<file path="src/hdl/ajbfc_pkg.sv">
// Shared types, codes and defaults for the audio jitter buffer flow control block.
package ajbfc_pkg;

   localparam int RING_SLOTS_DEFAULT = 32;

   localparam int CFG_W       = 5;
   localparam int CSR_ADDR_W  = 2;
   localparam int BYTES_W     = 16;
   localparam int SLOT_W      = 5;
   localparam int TOTAL_W     = 32;

   localparam logic [CFG_W-1:0] START_LEVEL_RESET       = 5'd2;
   localparam logic [CFG_W-1:0] OVERFLOW_LEVEL_RESET    = 5'd14;
   localparam logic [CFG_W-1:0] DROP_AMOUNT_RESET       = 5'd6;
   localparam logic [CFG_W-1:0] DROP_CANCEL_LEVEL_RESET = 5'd4;

   typedef enum logic [CSR_ADDR_W-1:0] {
      CSR_START_LEVEL       = 2'd0,
      CSR_OVERFLOW_LEVEL    = 2'd1,
      CSR_DROP_AMOUNT       = 2'd2,
      CSR_DROP_CANCEL_LEVEL = 2'd3
   } csr_addr_type;

   typedef enum logic {
      ACT_SUBMIT = 1'b0,
      ACT_DONE   = 1'b1
   } action_type;

   typedef enum logic [2:0] {
      ST_QUEUED       = 3'd0,
      ST_DROPPED      = 3'd1,
      ST_SLOT_BUSY    = 3'd2,
      ST_COMPLETED    = 3'd3,
      ST_COMPLETED_OO = 3'd4
   } status_type;

   typedef enum logic [1:0] {
      CMD_NONE    = 2'd0,
      CMD_RESTART = 2'd1,
      CMD_PAUSE   = 2'd2
   } play_cmd_type;

   typedef struct packed {
      logic [CFG_W-1:0] start_level;
      logic [CFG_W-1:0] overflow_level;
      logic [CFG_W-1:0] drop_amount;
      logic [CFG_W-1:0] drop_cancel_level;
   } cfg_type;

   typedef struct packed {
      action_type         action;
      logic [BYTES_W-1:0] chunk_bytes;
      logic [SLOT_W-1:0]  done_slot;
   } event_type;

   typedef struct packed {
      status_type         status;
      logic [SLOT_W-1:0]  slot;
      play_cmd_type       play_command;
      logic               drop_finished;
      logic [TOTAL_W-1:0] dropped_bytes;
      logic [SLOT_W-1:0]  buffers_in_use;
      logic [SLOT_W-1:0]  expected_slot;
   } result_type;

endpackage

</file>
<file path="src/hdl/ajbfc_engine.sv">
// Ring state and combinational event evaluation for the audio buffer flow control.
module ajbfc_engine
   import ajbfc_pkg::*;
#(
   parameter int RING_SLOTS = RING_SLOTS_DEFAULT
) (
   input  logic       clock,
   input  logic       reset,
   input  logic       fire,
   input  event_type  evt,
   input  cfg_type    cfg,
   output result_type rslt
);

   localparam int PTR_W = $clog2(RING_SLOTS);
   localparam int CMP_W = (PTR_W > CFG_W) ? PTR_W : CFG_W;
   localparam int RNG_W = $clog2(RING_SLOTS + 1) + SLOT_W;

   logic [RING_SLOTS-1:0] busy_ff, busy_in;
   logic [PTR_W-1:0]      wp_ff, wp_in, rp_ff, rp_in;
   logic                  playing_ff, playing_in;
   logic [CFG_W-1:0]      drops_left_ff, drops_left_in;
   logic [TOTAL_W-1:0]    total_ff, total_in;

   logic [PTR_W-1:0]      wp_nxt, rp_nxt, inuse, done_idx;
   logic [CMP_W-1:0]      inuse_c;
   logic                  done_in_ring;
   logic [CFG_W-1:0]      dl_dec;
   logic [TOTAL_W-1:0]    total_sum;

   assign wp_nxt = (wp_ff == PTR_W'(RING_SLOTS - 1)) ? '0 : wp_ff + PTR_W'(1);
   assign rp_nxt = (rp_ff == PTR_W'(RING_SLOTS - 1)) ? '0 : rp_ff + PTR_W'(1);
   assign inuse  = (wp_ff >= rp_ff) ? (wp_ff - rp_ff)
                                    : (wp_ff - rp_ff + PTR_W'(RING_SLOTS));
   assign inuse_c      = CMP_W'(inuse);
   assign done_idx     = PTR_W'(evt.done_slot);
   assign done_in_ring = RNG_W'(evt.done_slot) < RNG_W'(RING_SLOTS);
   assign dl_dec       = drops_left_ff - CFG_W'(1);
   assign total_sum    = total_ff + TOTAL_W'(evt.chunk_bytes);

   always_comb begin
      busy_in       = busy_ff;
      wp_in         = wp_ff;
      rp_in         = rp_ff;
      playing_in    = playing_ff;
      drops_left_in = drops_left_ff;
      total_in      = total_ff;

      rslt                = '0;
      rslt.status         = ST_QUEUED;
      rslt.play_command   = CMD_NONE;
      rslt.slot           = SLOT_W'(wp_ff);
      rslt.buffers_in_use = SLOT_W'(inuse);
      rslt.expected_slot  = SLOT_W'(rp_ff);

      if (evt.action == ACT_DONE) begin
         rslt.slot   = evt.done_slot;
         rslt.status = ST_COMPLETED_OO;
         if (done_in_ring) begin
            busy_in[done_idx] = 1'b0;
            if (done_idx == rp_ff) begin
               rp_in       = rp_nxt;
               rslt.status = ST_COMPLETED;
            end
         end
      end else if (busy_ff[wp_ff]) begin
         rslt.status = ST_SLOT_BUSY;
      end else if (drops_left_ff != '0) begin
         // discard the chunk; end the run when used up or the queue runs low
         rslt.status = ST_DROPPED;
         total_in    = total_sum;
         if (inuse_c < CMP_W'(cfg.drop_cancel_level) || dl_dec == '0) begin
            drops_left_in      = '0;
            rslt.drop_finished = 1'b1;
            rslt.dropped_bytes = total_sum;
         end else begin
            drops_left_in = dl_dec;
         end
      end else begin
         if (inuse == '0) begin
            playing_in        = 1'b0;
            rslt.play_command = CMD_PAUSE;
         end else if (!playing_ff) begin
            if (inuse_c >= CMP_W'(cfg.start_level)) begin
               playing_in        = 1'b1;
               rslt.play_command = CMD_RESTART;
            end
         end else if (inuse_c >= CMP_W'(cfg.overflow_level)) begin
            drops_left_in = cfg.drop_amount;
            total_in      = '0;
         end
         busy_in[wp_ff] = 1'b1;
         wp_in          = wp_nxt;
      end
   end

   always_ff @(posedge clock) begin
      if (reset) begin
         busy_ff       <= '0;
         wp_ff         <= '0;
         rp_ff         <= '0;
         playing_ff    <= 1'b0;
         drops_left_ff <= '0;
         total_ff      <= '0;
      end else if (fire) begin
         busy_ff       <= busy_in;
         wp_ff         <= wp_in;
         rp_ff         <= rp_in;
         playing_ff    <= playing_in;
         drops_left_ff <= drops_left_in;
         total_ff      <= total_in;
      end
   end

   // write pointer moves only for a queued chunk
   a_wp_only_on_queue: assert property (@(posedge clock) disable iff (reset)
      !(fire && rslt.status == ST_QUEUED) |=> $stable(wp_ff))
      else $error("write pointer moved without a queued chunk");

   // read pointer moves only for an in-order completion
   a_rp_only_on_complete: assert property (@(posedge clock) disable iff (reset)
      !(fire && rslt.status == ST_COMPLETED) |=> $stable(rp_ff))
      else $error("read pointer moved without an in-order completion");

   a_finish_is_drop: assert property (@(posedge clock) disable iff (reset)
      rslt.drop_finished |-> rslt.status == ST_DROPPED)
      else $error("drop finish flagged on a non-dropped event");

   a_finish_clears_run: assert property (@(posedge clock) disable iff (reset)
      fire && rslt.drop_finished |=> drops_left_ff == '0)
      else $error("drop run still pending after it finished");

endmodule

</file>
<file path="src/hdl/audio_jitter_buffer_flow_control_top.sv">
// Top level of the audio jitter buffer flow control: stream ports, settings and pipeline.
//
// Flow control for a ring of audio output buffers, one result per event.
// Input stream req_*: tuser carries the action (submit a chunk or a buffer
// finished playing), tdata the chunk byte count and the finished slot.
// Result stream rsp_*: tuser carries the status, tdata the slot, playback
// command, drop-run end flag and byte total, queue occupancy and read pointer.
// Settings are written on csr_* (index 0 start level, 1 overflow level,
// 2 drop amount, 3 drop cancel level); the user must write them only while
// no transaction is in flight, as the block itself does not enforce it.
// A transaction passes the input register, then evaluation into the result register.
// Throughput: one transaction per cycle unless rsp_* stalls; ring state is read
// and updated by the evaluation stage in the same cycle, so back-to-back events chain.
// When rsp_tready is low the result register holds, the input register
// fills, and req_tready drops until the result is taken.
// Synchronous reset empties the ring, clears pointers, playback and drop
// state, and restores the default settings; no clearing pass is needed.
module audio_jitter_buffer_flow_control_top
   import ajbfc_pkg::*;
#(
   parameter int RING_SLOTS = RING_SLOTS_DEFAULT
) (
   input  logic                  clock,
   input  logic                  reset,
   input  logic                  req_tvalid,
   output logic                  req_tready,
   input  logic [23:0]           req_tdata,  // chunk_bytes[15:0], done_slot[20:16], zero pad
   input  logic [0:0]            req_tuser,  // action[0]
   output logic                  rsp_tvalid,
   input  logic                  rsp_tready,
   // slot[4:0], play_command[6:5], drop_finished[7], dropped_bytes[39:8],
   // buffers_in_use[44:40], expected_slot[49:45], zero pad
   output logic [55:0]           rsp_tdata,
   output logic [2:0]            rsp_tuser,  // status[2:0]
   input  logic                  csr_we,
   input  logic [CSR_ADDR_W-1:0] csr_addr,
   input  logic [CFG_W-1:0]      csr_wdata
);

   cfg_type    cfg_ff;
   logic       s1_valid_ff;
   event_type  s1_evt_ff;
   logic       rsp_valid_ff;
   result_type rsp_data_ff;
   result_type rslt;
   event_type  req_evt;
   logic       out_free, fire, req_take;

   assign out_free   = !rsp_valid_ff || rsp_tready;
   assign fire       = s1_valid_ff && out_free;
   assign req_tready = !s1_valid_ff || out_free;
   assign req_take   = req_tvalid && req_tready;

   assign req_evt.action      = action_type'(req_tuser[0]);
   assign req_evt.chunk_bytes = req_tdata[15:0];
   assign req_evt.done_slot   = req_tdata[20:16];

   always_ff @(posedge clock) begin
      if (reset) begin
         cfg_ff.start_level       <= START_LEVEL_RESET;
         cfg_ff.overflow_level    <= OVERFLOW_LEVEL_RESET;
         cfg_ff.drop_amount       <= DROP_AMOUNT_RESET;
         cfg_ff.drop_cancel_level <= DROP_CANCEL_LEVEL_RESET;
      end else if (csr_we) begin
         case (csr_addr_type'(csr_addr))
            CSR_START_LEVEL:       cfg_ff.start_level       <= csr_wdata;
            CSR_OVERFLOW_LEVEL:    cfg_ff.overflow_level    <= csr_wdata;
            CSR_DROP_AMOUNT:       cfg_ff.drop_amount       <= csr_wdata;
            CSR_DROP_CANCEL_LEVEL: cfg_ff.drop_cancel_level <= csr_wdata;
            default: ;
         endcase
      end
   end

   // input register: load on a new transaction, empty when evaluated
   always_ff @(posedge clock) begin
      if (reset) begin
         s1_valid_ff <= 1'b0;
      end else if (req_take) begin
         s1_valid_ff <= 1'b1;
      end else if (fire) begin
         s1_valid_ff <= 1'b0;
      end
   end

   always_ff @(posedge clock) begin
      if (req_take) begin
         s1_evt_ff <= req_evt;
      end
   end

   ajbfc_engine #(
      .RING_SLOTS(RING_SLOTS)
   ) u_engine (
      .clock(clock),
      .reset(reset),
      .fire (fire),
      .evt  (s1_evt_ff),
      .cfg  (cfg_ff),
      .rslt (rslt)
   );

   // result register: hold while the receiver stalls
   always_ff @(posedge clock) begin
      if (reset) begin
         rsp_valid_ff <= 1'b0;
      end else if (out_free) begin
         rsp_valid_ff <= s1_valid_ff;
      end
   end

   always_ff @(posedge clock) begin
      if (fire) begin
         rsp_data_ff <= rslt;
      end
   end

   assign rsp_tvalid = rsp_valid_ff;
   assign rsp_tuser  = rsp_data_ff.status;
   assign rsp_tdata  = {6'd0,
                        rsp_data_ff.expected_slot,
                        rsp_data_ff.buffers_in_use,
                        rsp_data_ff.dropped_bytes,
                        rsp_data_ff.drop_finished,
                        rsp_data_ff.play_command,
                        rsp_data_ff.slot};

endmodule
</file>
<file path="config.mk">
export PLATFORM = sky130hd
export DESIGN_NAME = audio_jitter_buffer_flow_control_top
export DESIGN_NICKNAME = d
export VERILOG_FILES = /design/src/hdl/ajbfc_pkg.sv /design/src/hdl/ajbfc_engine.sv /design/src/hdl/audio_jitter_buffer_flow_control_top.sv
export SDC_FILE = /design/constraint.sdc
export NUM_CORES = 1
export LEC_CHECK = 0
export BUFFER_PORTS_ARGS = -buffer_cell sky130_fd_sc_hd__buf_2
export CELL_PAD_IN_SITES_DETAIL_PLACEMENT = 2
export CELL_PAD_IN_SITES_GLOBAL_PLACEMENT = 2
export CORE_UTILIZATION = 39
export CTS_BUF_LIST = sky130_fd_sc_hd__clkbuf_4 sky130_fd_sc_hd__clkbuf_8
export DETAILED_ROUTE_END_ITERATION = 8
export GPL_TIMING_DRIVEN = 1
export PLACE_DENSITY_LB_ADDON = 0.1
export SYNTH_ARGS = -nofsm -noshare
export SYNTH_HDL_FRONTEND = slang
export SYNTH_SLANG_ARGS = --single-unit
export TNS_END_PERCENT = 50
</file>
<file path="constraint.sdc">
create_clock -name clock -period 4.41 [get_ports clock]
set_clock_uncertainty 0.1 [all_clocks]
set_input_delay 0.882 -clock clock [delete_from_list [all_inputs] [get_ports clock]]
set_output_delay 0.882 -clock clock [all_outputs]
set_load 0.05 [all_outputs]
</file>
==> flow_summary_export.csv, run 1 <==
group,metric,value,unit
outcome,outcome,"finished, final reports clean",
floorplan,dieArea,23740,um^2
global_routing,antenna_found_initial,0,
clock_network,cts-buffers-inserted,17,
clock_network,post_cts_buffers,0,
clock_network,cts_tree,"done",
critical_path,required,4.61,ns
critical_path,endpoint_kind,"flip-flop",
synthesis,synth_flop_cell,"dfxtp_1",
timing,finalSetupViolations,0,
layout,multi_input_area,4337,um^2
synthesis,synth_seq_cells,177,
timing,finalCritPeriodShare,89.44,%
global_routing,grt-ovfl-total,0,
power_and_ir_drop,ir_worst_vdd,0.1760,mV
layout,layout.cells.non_filler,1309,
layout,antenna_cells,0,
synthesis,ys_seq_area_share,47.61,%
min_path,hp-class,"reg -> reg",
critical_path,cp_max_fo,27,
power_and_ir_drop,seq_power_share,53.3,%
floorplan,fp-row-count,55,
floorplan,ios,98,
synthesis,synthArstFlopShare,0,%
synthesis,avgSynthCellArea,9.647,um^2
synthesis,synth_warnings,0,
layout,register_area,4294,um^2
global_routing,met3_usage,3.269,%
critical_path,reg2reg_slack,0.47,ns
drt,dr.pass1.iters,4,
critical_path,start_kind,"flip-flop",
timing,fin_crit,3.944,ns
synthesis,synth_edf_count,75,
timing,timing.fmax,253.5,MHz
power_and_ir_drop,p_switching,906.9,uW
layout,fillers,2479,
clock_network,cts.repair.resized,0,
global_routing,grt_max_degree,70,
clock_network,hold_buffers,0,
layout,nets,1090,
clock_network,htree_num_levels,4,
synthesis,synth_top_area_share,24.97,%
timing,max_slew_margin,22.14,%
synthesis,netlist_area,9020,um^2
floorplan,initial_utilization,39.84,%
placement,portBuffers,88,
min_path,worstHoldEndpoint,"u_engine.total_ff[15]$_SDFFE_PP0P_",
global_routing,grt_pass1_vias,8107,
clock_network,worst_skew_pair.late_latency,0.48,ns
critical_path,regToRegStartpoint,"u_engine.rp_ff[0]$_SDFFE_PP0P_",
run,maxCapViolCount,0,
timing,tightestPinTransition,1.165,ns
min_path,hold_depth,2,
min_path,holdCritStartpoint,"u_engine.total_ff[15]$_SDFFE_PP0P_",
global_routing,track_usage,23.55,%
drt,postRouteAntennaNets,0,
placement,hpwlAfterDp,18330,um
placement,dp.cells,1277,
clock_network,cts-root-buf,"clkbuf_8",
floorplan,core_area,22640,um^2
drt,viasPerCell,5.693,
power_and_ir_drop,p_leak,0.003762,uW
timing,finalMaxSlewViolations,0,
critical_path,r2r_cells,14,
placement,gp_congestion,0.7874,
power_and_ir_drop,powerDensity,327.2,nW/um^2
layout,syn2layout_area_growth,12.78,%
floorplan,die_w,154.1,um
critical_path,cp.arrival,4.15,ns
drt,drt_wl_total,26640,um
global_routing,grt.busiest_layer,"met2",
global_routing,grtUsageMet1,29.73,%
drt,wire_per_inst,20.35,um
synthesis,synthTopCellsByArea,"edfxtp_1 25%, dfxtp_1 23%, ha_1 5.5%, nor2_1 3.8%, mux2i_1 3.8%",
global_routing,grt_pass1_wl,43540,um
timing,tns,0,ns
critical_path,rr_endpoint,"rsp_tdata[17]$_SDFFCE_PP0P_",
timing,rsz0062_at_grt,"no",
power_and_ir_drop,swShare,27.25,%
clock_network,clk_pin_slew,0.10,ns
synthesis,syn_inst,935,
drt,first_iter_violations,283,
timing,finalHoldViolations,0,
synthesis,post_synth_num_cell_types,72,
clock_network,clockBufferDepth,2,
synthesis,synth_top_area_cell,"edfxtp_1",
floorplan,die_height,154.1,um
global_routing,groute.layer.met2.usage,41.52,%
critical_path,path_class,"reg -> reg",
drt,via_count,7452,
layout,drive_above_1_share,15.04,%
power_and_ir_drop,pwr-share-clk,37.4,%
power_and_ir_drop,internal-power,2422,uW
clock_network,clock-sinks,177,
power_and_ir_drop,power,3328,uW
drt,drc,0,
power_and_ir_drop,power_frac_comb,9.3,%
registers in the layout, summed over array words and instances, names as in the netlist:
name and count:
s1_valid_ff 1, rsp_tdata 50, u_engine.rp_ff 5, u_engine.total_ff 32, rsp_tuser 3, s1_evt_ff 22, cfg_ff 20, u_engine.drops_left_ff 5
rsp_tvalid 1, u_engine.busy_ff 32, u_engine.playing_ff 1, u_engine.wp_ff 5
kinds of logic (layout without fill, tap and decap cells):
logic type / after synthesis / count (layout) / synth area share [%]
AO/OA/AOI/OAI: 241 / 241 / 17.01
XOR/XNOR: 38 / 38 / 3.690
adder cells (fa/ha/maj): 44 / 44 / 6.214
buffers and inverters: 98 / 182 / 4.647
flip-flops: 177 / 177 / 47.61
multiplexers: 39 / 39 / 4.439
other: 1 / 6 / 0.04157
AND/OR/NAND/NOR: 297 / 297 / 16.36
placed cells by master (no fill, tap or decap), drive strengths merged, types with 15 or more instances in the layout:
cell type and count:
a21oi 65, xor2 16, nor2 93, o21a 16, a211oi 18, a21boi 15
dfxtp 102, buf 107, xnor2 22, edfxtp 75, mux2i 34, inv 46
ha 40, a31oi 18, nand2 46, o21ai 54, nor3 38, clkbuf 19
nand3 41
cell type report:
class / count / area share (%)
tap: 285 / 3.506
inverter: 43 / 1.587
clock buffer: 19 / 2.509
timing repair buffer: 107 / 5.855
multi-input combinational: 665 / 42.63
sequential: 177 / 42.21
clock inverter: 13 / 1.697
cells in the mapped netlist, types with 3 or more instances:
| library cell | n |
|---|---|
| a211o_1 | 4 |
| a211oi_1 | 18 |
| a21boi_0 | 14 |
| a21o_1 | 6 |
| a21oi_1 | 65 |
| a22oi_1 | 4 |
| a31oi_1 | 18 |
| and2_1 | 6 |
| and3_1 | 9 |
| and3b_1 | 3 |
| buf_2 | 11 |
| buf_4 | 8 |
| clkbuf_1 | 33 |
| dfxtp_1 | 102 |
| edfxtp_1 | 75 |
| ha_1 | 40 |
| inv_1 | 38 |
| inv_2 | 3 |
| mux2_2 | 3 |
| mux2i_1 | 34 |
| nand2_1 | 46 |
| nand2b_1 | 11 |
| nand3_1 | 41 |
| nand3b_1 | 11 |
| nand4_1 | 3 |
| nor2_1 | 92 |
| nor2b_1 | 7 |
| nor3_1 | 37 |
| nor3b_1 | 6 |
| nor4_1 | 5 |
| o211ai_1 | 9 |
| o21a_1 | 16 |
| o21ai_0 | 37 |
| o21ai_1 | 17 |
| o22ai_1 | 7 |
| o31ai_1 | 3 |
| or3_1 | 6 |
| or3b_1 | 3 |
| or4_1 | 3 |
| xnor2_1 | 22 |
| xor2_1 | 16 |
metal layers:
| metal | wire, um | vias up |
|---|---|---|
| met2 | 13380 | 122 |
| met5 | 0 | - |
| met4 | 344 | 0 |
| met3 | 703 | 23 |
| met1 | 12220 | 3766 |
| li1 | - | 3541 |
power by group through the flow:
stage | clock network (uW) | logic (uW) | registers [uW]
after detailed placement | 0 | 310 | 1810
after global routing | 1340 | 332 | 1780
final | 1240 | 309 | 1780
after floorplan | 0 | 145 | 1880
after CTS | 1280 | 313 | 1780
after global placement | 0 | 304 | 1810
metrics by stage:
stage,hold slack [ns],setup slack (ns),cell area (um^2),utilization [%]
3_5_place_dp,0.3654,0.5388,9744,43.04
5_1_grt,0.3935,0.1996,10170,44.93
4_1_cts,0.3786,0.4686,10170,44.93
3_3_place_gp,0.3478,0.6896,9744,43.04
6_report,0.3749,0.4655,10170,44.93
2_1_floorplan,0.3377,1.100,9039,-
critical path: stages, from the launching register on:
cell and delay (ns):
dfxtp_1 0.46, ha_1 0.21, inv_1 0.06, fa_1 0.40, nand3_1 0.11, a21oi_1 0.08
nor2_1 0.32, ha_1 0.32, nor2b_1 0.15, o21a_1 0.10, a221oi_1 0.43, a21oi_1 0.18
nand2b_1 0.34, buf_4 0.33, nor2_1 0.20
worst max-delay path by stage:
| stage | cells after the start | start | slack [ns] | to |
|---|---|---|---|---|
| 2_1_floorplan | 14 | u_engine.wp_ff[0]$_SDFFE_PP0P_ | 1.10 | u_engine.total_ff[15]$_SDFFE_PP0P_ |
| 3_3_place_gp | 14 | u_engine.rp_ff[0]$_SDFFE_PP0P_ | 0.69 | rsp_tdata[33]$_SDFFCE_PP0P_ |
| 3_5_place_dp | 14 | u_engine.rp_ff[0]$_SDFFE_PP0P_ | 0.54 | rsp_tdata[17]$_SDFFCE_PP0P_ |
| 4_1_cts | 14 | u_engine.rp_ff[0]$_SDFFE_PP0P_ | 0.47 | rsp_tdata[17]$_SDFFCE_PP0P_ |
| 5_1_grt | 14 | u_engine.rp_ff[0]$_SDFFE_PP0P_ | 0.20 | rsp_tdata[17]$_SDFFCE_PP0P_ |
| 6_report | 14 | u_engine.rp_ff[0]$_SDFFE_PP0P_ | 0.47 | rsp_tdata[17]$_SDFFCE_PP0P_ |
Note: power is estimated with default switching activity, not from simulation.
==> run 2, diff against run 1 <==
CORE_UTILIZATION = 30   (was 39)
==> run 2 against run 1 <==
Non-clock buffer count grew 1. Hold slack gained 0.0012 ns. Global-route usage shrank 5.2 points. Sequential share of layout area shrank 0.46 points. Via count shrank 1.8%. Sequential power is essentially flat. Core utilization shrank 10 points. Combinational power is essentially flat. Critical endpoint is now rsp_tdata[22]$_SDFFCE_PP0P_. Largest cell class unchanged.
==> flow_summary_export.csv, run 2 (synthesis gave the netlist of run 1 again) <==
group,metric,value,unit
critical_path,critPathCapture,"rsp_tdata[22]$_SDFFCE_PP0P_",
timing,timing.fmax,262.3,MHz
clock_network,clockBufferDepth,2,
layout,antenna_cells,0,
critical_path,crit_start,"u_engine.wp_ff[0]$_SDFFE_PP0P_",
power_and_ir_drop,p_leak,0.003755,uW
outcome,outcome,"finished, final reports clean",
timing,finalSetupViolations,0,
drt,dr.pass1.iters,4,
layout,syn2layout_area_growth,14.02,%
layout,largest_reg_flops,50,
power_and_ir_drop,pwr-share-clk,37.1,%
layout,nets,1091,
critical_path,regToRegStartpoint,"u_engine.wp_ff[0]$_SDFFE_PP0P_",
global_routing,grt_pass1_wl,43660,um
power_and_ir_drop,power_frac_comb,9.3,%
layout,drive_above_1_share,15.12,%
timing,rsz0062_at_grt,"no",
clock_network,cts-root-buf,"clkbuf_8",
power_and_ir_drop,p_switching,946.0,uW
critical_path,crit_cells,15,
clock_network,clock-sinks,177,
placement,hpwlAfterDp,19050,um
timing,tightestPinTransition,1.157,ns
placement,portBuffers,88,
timing,finalHoldViolations,0,
placement,gp_congestion,0.7382,
clock_network,cts_tree,"done",
placement,placed_area,9871,um^2
clock_network,cts-buffers-inserted,17,
drt,postRouteAntennaNets,0,
timing,max_slew_margin,22.71,%
critical_path,cpLargestDelayFamily,"simple AND/OR/NAND/NOR gates",
critical_path,path_class,"reg -> reg",
drt,viasPerCell,5.170,
critical_path,cp.arrival,4.06,ns
clock_network,htree_num_levels,4,
drt,via_count,7315,
drt,drc,0,
floorplan,initial_utilization,30.43,%
clock_network,hold_buffers,0,
layout,fillers,3348,
floorplan,dieArea,30760,um^2
min_path,hp-class,"reg -> reg",
global_routing,grt_max_degree,70,
drt,wire_per_inst,19.38,um
global_routing,grt_pass1_vias,7700,
global_routing,grt-ovfl-total,0,
global_routing,antenna_found_initial,0,
layout,final_common_cell,"dfxtp_1",
critical_path,start_kind,"flip-flop",
critical_path,required,4.66,ns
timing,fin_crit,3.812,ns
critical_path,cpMaxStageDelayCell,"dfxtp_1",
floorplan,ios,98,
critical_path,cp_max_fo,33,
layout,multi_input_area,4337,um^2
run,maxCapViolCount,0,
critical_path,crit_buf_inv,3,
critical_path,slowest_delay,0.54,ns
critical_path,path_cells,"inv_1 -> ha_1 -> inv_1 -> fa_1 -> nand3_1 -> and3_1 -> nor2_1 -> ha_1 -> nor2b_1 -> o21a_1 -> a221oi_1 -> a21oi_1 -> nand2b_1 -> buf_4 -> and3b_1",
layout,register_area,4294,um^2
clock_network,post_cts_buffers,0,
power_and_ir_drop,swShare,28.55,%
critical_path,r2r_cells,15,
timing,finalCritPeriodShare,86.44,%
timing,tns,0,ns
floorplan,fp-row-count,63,
global_routing,track_usage,18.39,%
clock_network,cts.repair.resized,0,
power_and_ir_drop,seq_power_share,53.6,%
power_and_ir_drop,powerDensity,322.2,nW/um^2
critical_path,reg2reg_slack,0.60,ns
floorplan,die_height,175.4,um
layout,stdcell_area,10280,um^2
clock_network,clk_pin_slew,0.11,ns
power_and_ir_drop,ir_worst_vdd,0.1500,mV
floorplan,core_area,29640,um^2
critical_path,endpoint_kind,"flip-flop",
critical_path,rr_endpoint,"rsp_tdata[22]$_SDFFCE_PP0P_",
floorplan,die_w,175.4,um
drt,first_iter_violations,331,
drt,drt_wl_total,27420,um
power_and_ir_drop,internal-power,2367,uW
layout,most-common-layout-cells,"102 x dfxtp_1, 92 x nor2_1, 88 x buf_2",
timing,finalMaxSlewViolations,0,
clock_network,worst_skew_pair.late_latency,0.48,ns
[run 2: layer usage]
metal  track usage (%)  up-vias  share of wire [%]
met5                 0        -                  0
met2             31.10       96                 48
li1                  -     3532                  -
met1             24.50     3668                 48
met3             2.835       19                2.3
met4             4.420        0                1.3
[run 2: area by class of cell]
| cell class | count | share of cell area (%) |
|---|---|---|
| multi-input cells | 665 | 42.17 |
| flip-flops and latches | 177 | 41.75 |
| repair buffers | 108 | 5.742 |
| well taps | 390 | 4.745 |
| clock buffers | 18 | 2.409 |
| clock inverters | 14 | 1.618 |
| inverters | 43 | 1.569 |
[run 2: worst register-to-register path, delay by kind of cell (launching register included)]
family	cells	cell delay, ns
AO/OA/AOI/OAI	3	0.72
adder cells (fa/ha/maj)	3	0.73
buffers and inverters	3	0.46
flip-flops	1	0.54
AND/OR/NAND/NOR	6	1.14
[run 2: how the worst min path moves through the flow]
stage,endpoint,cells past startpoint,from,slack (ns)
2_1_floorplan,u_engine.total_ff[15]$_SDFFE_PP0P_,2,u_engine.total_ff[15]$_SDFFE_PP0P_,0.34
5_1_grt,u_engine.busy_ff[22]$_SDFFE_PP0P_,2,u_engine.busy_ff[22]$_SDFFE_PP0P_,0.42
6_report,u_engine.total_ff[15]$_SDFFE_PP0P_,2,u_engine.total_ff[15]$_SDFFE_PP0P_,0.38
4_1_cts,u_engine.total_ff[15]$_SDFFE_PP0P_,2,u_engine.total_ff[15]$_SDFFE_PP0P_,0.38
3_5_place_dp,u_engine.total_ff[15]$_SDFFE_PP0P_,2,u_engine.total_ff[15]$_SDFFE_PP0P_,0.36
3_3_place_gp,u_engine.total_ff[15]$_SDFFE_PP0P_,2,u_engine.total_ff[15]$_SDFFE_PP0P_,0.35
[run 2: per-stage QoR]
stage / hold slack [ns] / setup WS (ns) / std cells / utilization [%] / power [uW]
6_report: 0.3760 / 0.5978 / 1415 / 34.70 / 3313
5_1_grt: 0.4194 / 0.2255 / 1415 / 34.70 / 3451
4_1_cts: 0.3815 / 0.5180 / 1415 / 34.70 / 3375
3_5_place_dp: 0.3643 / 0.5818 / 1383 / 33.30 / 2127
3_3_place_gp: 0.3547 / 0.7089 / 1383 / 33.30 / 2122
2_1_floorplan: 0.3377 / 1.100 / 940 / - / 2021
[run 2: power groups by stage]
| stage | registers, uW | clock network [uW] | logic [uW] |
|---|---|---|---|
| 6_report | 1780 | 1230 | 307 |
| 5_1_grt | 1780 | 1340 | 332 |
| 4_1_cts | 1780 | 1280 | 313 |
| 3_5_place_dp | 1820 | 0 | 311 |
| 3_3_place_gp | 1810 | 0 | 307 |
| 2_1_floorplan | 1880 | 0 | 145 |
